### config.mk
export PLATFORM = sky130hd
export DESIGN_NAME = bgc_mem
export DESIGN_NICKNAME = d
export VERILOG_FILES = /design/src/design/bgc_mem.sv
export SDC_FILE = /design/constraint.sdc
export NUM_CORES = 1
export LEC_CHECK = 0
export BUFFER_PORTS_ARGS = -buffer_cell sky130_fd_sc_hd__buf_2
export CAP_MARGIN = 20
export CORE_MARGIN = 2
export CORE_UTILIZATION = 25
export CTS_CLUSTER_SIZE = 40
export DETAILED_ROUTE_END_ITERATION = 12
export HOLD_SLACK_MARGIN = 0.02
export PLACE_DENSITY_LB_ADDON = 0.12
export SLEW_MARGIN = 10
export SYNTH_ARGS = -nofsm -noshare
export SYNTH_HDL_FRONTEND = slang
export SYNTH_SLANG_ARGS = --single-unit
### constraint.sdc
create_clock -name clk_i -period 4.85 [get_ports clk_i]
set_clock_uncertainty 0.2 [all_clocks]
set_input_delay 0.97 -clock clk_i [delete_from_list [all_inputs] [get_ports clk_i]]
set_output_delay 0.97 -clock clk_i [all_outputs]
set_load 0.03 [all_outputs]
### src/design/bgc_mem.sv
module bgc_mem #(
  parameter int unsigned Width = 8,
  parameter int unsigned Depth = 16
) (
  input  logic                     clk_i,
  input  logic                     we_i,
  input  logic [$clog2(Depth)-1:0] waddr_i,
  input  logic [Width-1:0]         wdata_i,
  input  logic [$clog2(Depth)-1:0] raddr_i,
  output logic [Width-1:0]         rdata_o
);

  logic [Width-1:0] mem_q [Depth];

  // write one word, register the read word
  always_ff @(posedge clk_i) begin
    if (we_i) begin
      mem_q[waddr_i] <= wdata_i;
    end
    rdata_o <= mem_q[raddr_i];
  end

endmodule

==> out/results.txt, run 1 <==
Slowest stage cell on the critical path - mux4_1
Syn_nets - 247
Final Hold Fails - 0
Via density - 4.30
Final hold slack - 0.473 ns
Unrepaired setup endpoints after global routing - no
Port Buffer Count - 25
#FFs+latches synth - 136
Part of the Yosys area used for sequential elements - 77.8%
CTS tree - done
Period utilization - 53.6%
H-tree depth - 4
DIE HEIGHT - 147 um
Routability cong. - 0.655
Clock transition at path regs - 0.05 ns
CTS sink count - 136
Setup violations, final - 0
Residual DRC count - 0
Gate power share - 4.6%
Distinct cells, synth - 19
Max transition margin - 30.2%
Worst setup path category - input port to flip-flop
Nets@finish - 287
Hold-fix buffers at CTS - 0
Max Fclk - 385 MHz
Worst-Skew Late Latency - 0.42 ns
CP Launch Type - input port
Seq pwr share - 44.9%
Most frequent cells in the layout - edfxtp_1 (128), buf_2 (25), mux4_2 (18), clkbuf_16 (17), a22oi_1 (16)
Root Driver - clkbuf_16
Vias - 2374
Max Cap Viol - 0
Pwr/cell area - 471 nW/um2
Die width - 147 um
Switch share - 19.4%
Pins Over Slew Limit - 0
DR pass1 iterations - 4
Total Wirelength - 11800 um
HP Class - flip-flop to flip-flop
Routed wire per std cell - 21.3 um
Share of cells above drive strength 1 - 28.0%
Gr usage total - 11.8%
Diodes inserted - 0
Initial DRC count - 110
Syn. warnings - 0
CTS buffer count - 17
Total setup buffers inserted after CTS - 0
Synth-to-Final Area Change - 21.5%
CP arrival - 2.69 ns
CP max FO - 13
Setup TNS - 0 ns
Initial antenna violation count - 1
Worst-Margin Slew - 1.04 ns
# rows - 52
CP peak stage delay - 0.58 ns
Min cycle time layout - 2.60 ns
Psw - 570 uW
Clk buf depth - 2
Commonest non-fill, non-tap cell in the layout - edfxtp_1
Outcome - completed
Cell-internal power - 2370 uW
Maximum number of pins on one net before global-route repair - 33
Die footprint - 21800 um2
ANT nets after route - 0
Critical path, cell by cell - buf_2, buf_4, mux4_1, a22oi_1, nand2_1
Starting Density - 25.4%
Post-synthesis average cell area - 22.5 um2
Post-CTS sizing - 0
Clock power frac - 50.5%
Vias in the first global route - 2560
Leakage - 0.00206 uW
Required @ worst endpoint - 4.94 ns
First-pass GRT wire length - 17800 um
Hpwl dp - 7400 um
Cell Area, Synth - 5150 um2
Core box area - 20200 um2
Cells after synthesis - 229
Gr ovfl total - 0
VDD IR max - 0.254 mV
Ports - 26
Crit end category - flip-flop
## flip-flops by register name, summed over array words and instances (netlist names)
signal   flops
mem_q      128
rdata_o      8
## path summary, 6_finish.rpt
kind	startpoint	endpoint	slack, ns	cells past startpoint
setup / recovery	raddr_i[0]	rdata_o[3]	2.25	5
hold / removal	mem_q[4][3]	rdata_o[3]	0.47	3
setup reg to reg	mem_q[11][7]	rdata_o[7]	3.28	3
hold reg to reg	mem_q[4][3]	rdata_o[3]	0.47	3
## Yosys cell counts (all sizes together)
master         number  share of area, %
and2                1              0.12
or3b                1              0.17
edfxtp            128                75
nand2               9              0.66
buf                 7               1.1
nand2b              2              0.24
a22oi              16               2.3
nand3b              2              0.29
nor2b               1              0.12
clkdlybuf4s25       3              0.58
mux4               32                15
nor2               13              0.95
nor3                4              0.39
nand3               1             0.097
dfxtp               8               3.1
and2b               1              0.15
## critical path, delay by kind of cell
family          cells  cell delay [ns]
simple gates        1             0.08
buf+inv             2             0.75
mux                 1             0.58
compound gates      1             0.30
## power by group through the flow
stage                     sequential (uW)  combinational, uW  clock, uW
after global routing                 1330                148       1570
after floorplan                      1360               66.7          0
final                                1320                135       1490
after detailed placement             1350                140          0
after global placement               1350                139          0
after CTS                            1320                140       1520
## logic make-up after synthesis
| family | share of synthesized area [%] |
|---|---|
| flops | 77.8 |
| simple gates | 3.18 |
| mux | 15.0 |
| compound gates | 2.33 |
| buf+inv | 1.68 |
## metal layers
| metal | routed length, um | global-route usage, % | vias to the layer above |
|---|---|---|---|
| met3 | 473 | 3.92 | 10 |
| met5 | 13 | 0 | - |
| met2 | 5530 | 17.9 | 48 |
| met4 | 122 | 4.04 | 2 |
| met1 | 5610 | 16.1 | 1265 |
| li1 | - | - | 1049 |
## layout make-up
cell class / count / area [um2]
Fill cell: 1936 / 14000
Clock buffer: 18 / 429
Timing Repair Buffer: 31 / 170
Tap cell: 270 / 338
Sequential cell: 136 / 4000
Clock inverter: 14 / 253
Multi-Input combinational cell: 83 / 1060
## stage by stage
| stage | setup slack [ns] | cells | instance area (um2) | power, uW | utilization (%) |
|---|---|---|---|---|---|
| after CTS | 2.15 | 552 | 6260 | 2990 | 30.9 |
| after global routing | 2.10 | 552 | 6260 | 3040 | 30.9 |
| after floorplan | 2.19 | 229 | 5150 | 1430 | - |
| final | 2.25 | 552 | 6260 | 2940 | 30.9 |
| after global placement | 1.72 | 519 | 5570 | 1490 | 27.5 |
| after detailed placement | 1.70 | 520 | 5570 | 1490 | 27.5 |
Note: power is estimated with default switching activity, not from simulation.
==> run 2: changes to the inputs <==
clock period = 2.27 ns   (was 4.85 ns; I/O delays follow)
==> run 2 against run 1 <==
Final cell count is 3.1% higher. Die area stayed put. Wire length shrank 0.93%. Final area rose by 1.7%. Non-clock buffer count up 17. Global-route usage decreased by 0.40 points. Sequential power up 110%. Clock power increased by 93%. Flip-flop and latch count did not move. First-iteration DRC count is 69% higher. Sequential share of layout area is 1.1 points lower. Power is 100% higher. Critical endpoint is now rdata_o[4].
==> out/results.txt, run 2 (synthesized netlist as in run 1, its figures left out) <==
Outcome - completed
Min-delay src - wdata_i[0]
Via density - 4.30 (about the same)
Routed wire per std cell - 20.5 um (-3.9%)
Clock transition at path regs - 0.06 ns (about the same)
Cell depth of the worst flop-to-flop path - 3 (unchanged)
CP Launch Type - input port
Pins Over Slew Limit - 0 (unchanged)
Worst setup path category - input port to flip-flop
Filler cell count - 1944 (+0.41%)
Nets@finish - 304 (+5.9%)
Max transition margin - 37.6% (+7.4 points)
CTS tree - done
DIE HEIGHT - 147 um (unchanged)
Multi-input logic area - 1060 um2 (-0.47%)
Vias in the first global route - 2693 (+5.2%)
R2R Path Start - mem_q[9][4]
HP Class - input port to flip-flop
Largest register by flop count - mem_q
Max Fclk - 575 MHz
Vias - 2445 (+3.0%)
Port Buffer Count - 25 (unchanged)
Worst-Skew Late Latency - 0.41 ns (about the same)
Max Cap Viol - 0 (unchanged)
Gr ovfl total - 0 (unchanged)
Die width - 147 um (unchanged)
Maximum number of pins on one net before global-route repair - 22 (-33%)
DR pass1 iterations - 4 (unchanged)
Die footprint - 21800 um2 (unchanged)
CTS buffer count - 17 (unchanged)
Clk buf depth - 2 (unchanged)
Gr usage total - 11.4% (-0.40 points)
Worst-Margin Slew - 0.934 ns (-0.108 ns)
Min cycle time layout - 1.74 ns
Most frequent cells in the layout - edfxtp_1 (128), buf_2 (25), buf_4 (20), mux4_2 (18), clkbuf_16 (17)
Period utilization - 76.6%
Required @ worst endpoint - 2.35 ns (-2.59 ns)
Setup violations, final - 0 (unchanged)
Crit end category - flip-flop
ANT nets after route - 0 (unchanged)
Crit. Startpoint - raddr_i[0]
CP arrival - 1.82 ns (-0.87 ns)
Total Wirelength - 11600 um (-0.93%)
Final Hold Fails - 0 (unchanged)
Leakage - 0.00212 uW (+3.0%)
Synth-to-Final Area Change - 23.6%
Total setup buffers inserted after CTS - 0 (unchanged)
Placed insts - 537 (+3.3%)
Post-CTS sizing - 0 (unchanged)
Residual DRC count - 0 (unchanged)
Setup TNS - 0 ns (unchanged)
CTS sink count - 136 (unchanged)
Max reg flops - 128 (unchanged)
FF-to-FF End - rdata_o[4]
CP max FO - 21 (+8)
Commonest non-fill, non-tap cell in the layout - edfxtp_1
H-tree depth - 4 (unchanged)
Largest regs - mem_q x128, rdata_o x8
Flip-flop and latch area - 4000 um2 (unchanged)
Routability cong. - 0.666 (+1.7%)
VDD IR max - 0.555 mV (+120%)
Ports - 26 (unchanged)
Crit path to - rdata_o[4]
Reg-to-reg slack, setup - 0.69 ns (-2.59 ns)
Pwr/cell area - 945 nW/um2 (+100%)
First-pass GRT wire length - 17300 um (-3.0%)
Diodes inserted - 0 (unchanged)
Share of cells above drive strength 1 - 32.8% (+4.8 points)
Core box area - 20200 um2 (unchanged)
Initial DRC count - 186 (+69%)
Starting Density - 25.4% (unchanged)
Fin cells - 569 (+3.1%)
Initial antenna violation count - 0 (-1)
Unrepaired setup endpoints after global routing - no
# rows - 52 (unchanged)
Root Driver - clkbuf_16
Hold-fix buffers at CTS - 0 (unchanged)
Hpwl dp - 7690 um (+3.9%)
==> run 2: cell type report <==
| cell class | count | share of cell area, % |
|---|---|---|
| clock buffer | 17 | 6.69 |
| clock inverter | 15 | 3.17 |
| multi-input combinational | 83 | 16.6 |
| sequential | 136 | 62.9 |
| tap | 270 | 5.31 |
| timing repair buffer | 48 | 5.27 |
==> run 2: critical path: stages <==
cell and delay (ns):
buf_2 0.15, buf_12 0.22, mux4_1 0.58, a22oi_1 0.31, nand2_1 0.09
==> run 2: where the power goes <==
part	switching (uW)	total, uW	internal [uW]	leakage [uW]
Sequential	18.6	2830	2810	0.00122
Clock	1040	2880	1840	0.000290
Combinational	186	306	120	0.000604
==> run 2: how the worst min path moves through the flow <==
| stage | to | slack, ns | cells after the start |
|---|---|---|---|
| global route | mem_q[6][1] | 0.24 | 1 |
| floorplan | mem_q[0][0] | 0.35 | 0 |
| global placement | rdata_o[5] | 0.47 | 3 |
| CTS | mem_q[10][0] | 0.22 | 1 |
| detailed placement | rdata_o[5] | 0.48 | 3 |
| finish | mem_q[10][0] | 0.23 | 1 |
==> run 2: through the flow <==
step                      setup WS (ns)  utilization (%)  total power, uW  cell area [um2]  hold WS [ns]
after global routing              0.483             31.4             6220             6360         0.239
after floorplan                   0.123                -             3050             5150         0.353
after detailed placement         0.0603             28.3             3200             5730         0.480
after CTS                         0.499             31.4             6100             6360         0.223
after global placement            0.100             28.3             3190             5730         0.475
final                             0.531             31.4             6010             6360         0.233
==> run 2: routing by layer <==
metal | part of all wire (%) | up-vias | track usage [%]
met5 | 0 | - | 0
met4 | 0.74 | 0 | 3.46
met3 | 3.0 | 4 | 3.49
met2 | 49 | 44 | 18.7
met1 | 47 | 1314 | 14.6
li1 | - | 1083 | -
==> run 3: changes to the inputs <==
clock period = 1.7 ns   (was 2.27 ns; I/O delays follow)
==> run 3 against run 2 <==
Wire length decreased by 4.0%. Critical endpoint is now rdata_o[5]. Critical path type unchanged. Combinational power grew 44%. Sequential power grew 33%. Global-route usage shrank 0.36 points.
==> out/results.txt, run 3 (synthesized netlist as in run 1, its figures left out) <==
Gr ovfl total - 0 (unchanged)
Fin util - 32.2% (+0.80 points)
Hpwl dp - 7640 um (-0.60%)
Pwr/cell area - 1240 nW/um2 (+31%)
Root Driver - clkbuf_16
Residual DRC count - 0 (unchanged)
Synth-to-Final Area Change - 26.7%
Routability cong. - 0.682 (+2.3%)
Diodes inserted - 0 (unchanged)
Port Buffer Count - 25 (unchanged)
Max Fclk - 636 MHz
DIE HEIGHT - 147 um (unchanged)
H-tree depth - 4 (unchanged)
CTS tree - done
Worst-Margin Slew - 0.826 ns (-0.108 ns)
Total Wirelength - 11200 um (-4.0%)
Routed wire per std cell - 19.3 um (-5.6%)
Gr usage total - 11.0% (-0.36 points)
Worst setup path category - input port to flip-flop
Final Hold Fails - 0 (unchanged)
Clock transition at path regs - 0.06 ns (about the same)
Initial DRC count - 153 (-18%)
Nets@finish - 314 (+3.3%)
CP arrival - 1.67 ns (-0.15 ns)
Worst-Skew Late Latency - 0.41 ns (about the same)
Filler cell count - 1925 (-0.98%)
Final hold slack - 0.116 ns (-0.117 ns)
HP Class - input port to flip-flop
Max transition margin - 44.8% (+7.2 points)
CP max FO - 8 (-62%)
Period utilization - 92.5%
Via density - 4.23 (-1.5%)
Power Total - 8060 uW (+34%)
Commonest non-fill, non-tap cell in the layout - edfxtp_1
Total setup buffers inserted after CTS - 0 (unchanged)
First-pass GRT wire length - 16800 um (-2.5%)
Initial antenna violation count - 1 (+1)
VDD IR max - 0.677 mV (+22%)
Most frequent cells in the layout - edfxtp_1 (128), buf_2 (25), buf_4 (24), mux4_2 (18), clkbuf_16 (17)
Starting Density - 25.4% (unchanged)
ANT nets after route - 0 (unchanged)
CTS buffer count - 17 (unchanged)
Pins Over Slew Limit - 0 (unchanged)
Largest regs - mem_q x128, rdata_o x8
Min cycle time layout - 1.57 ns
Outcome - completed
Crit end category - flip-flop
Clk buf depth - 2 (unchanged)
Ports - 26 (unchanged)
DR pass1 iterations - 4 (unchanged)
# rows - 52 (unchanged)
Max reg flops - 128 (unchanged)
Die footprint - 21800 um2 (unchanged)
Core box area - 20200 um2 (unchanged)
Hold-fix buffers at CTS - 0 (unchanged)
Unrepaired setup endpoints after global routing - no
Required @ worst endpoint - 1.80 ns (-0.55 ns)
Max Cap Viol - 0 (unchanged)
Die width - 147 um (unchanged)
Vias - 2450 (+0.20%)
Maximum number of pins on one net before global-route repair - 19 (-14%)
Setup TNS - 0 ns (unchanged)
CP Launch Type - input port
Post-CTS sizing - 0 (unchanged)
Vias in the first global route - 2661 (-1.2%)
Share of cells above drive strength 1 - 35.6% (+2.8 points)
Leakage - 0.00219 uW (+3.6%)
Setup violations, final - 0 (unchanged)
Largest register by flop count - mem_q
CTS sink count - 136 (unchanged)
run 3: cell count changes in the layout (fill, tap and decap cells not counted), sizes merged:
cell and delta:
buf +10, clkinv -1, inv +1
run 3: layout make-up:
cell class,count,area [um2],share of cell area (%)
multi-input combinational,83,1070,16.4
clock inverter,15,199,3.05
clock buffer,17,425,6.52
timing repair buffer,58,485,7.44
sequential,136,4000,61.4
tap,270,338,5.18
run 3: worst paths after layout:
path | from | end | slack [ns] | cells after the start
hold reg to reg | mem_q[4][0] | rdata_o[0] | 0.48 | 3
setup / recovery | raddr_i[0] | rdata_o[5] | 0.13 | 6
hold / removal | wdata_i[7] | mem_q[1][7] | 0.12 | 1
setup reg to reg | mem_q[1][4] | rdata_o[4] | 0.16 | 3
run 3: metal layers:
layer	part of all wire (%)	global-route usage, %	up-vias
met5	0.14	0	-
met1	48	14.9	1276
met2	47	17.0	52
met3	4.3	3.64	13
li1	-	-	1107
met4	1.1	3.46	2
run 3: report_power, final:
| part | internal [uW] | leakage [uW] | switching (uW) |
|---|---|---|---|
| sequential | 3750 | 0.00122 | 21.6 |
| combinational | 187 | 0.000681 | 253 |
| clock | 2460 | 0.000289 | 1390 |
run 3: metrics by stage:
stage                     std cells  area [um2]  worst slack, ns
after floorplan                 229        5160           -0.106
after global placement          547        5900           -0.368
after detailed placement        547        5900           -0.349
after CTS                       579        6520           0.0972
after global routing            579        6520           0.0547
final                           579        6520            0.128
run 3: worst max-delay path, stage by stage:
cell and delay, ns:
buf_2 0.17, buf_12 0.16, buf_12 0.10, mux4_1 0.54, a22oi_1 0.27, nand2_1 0.08
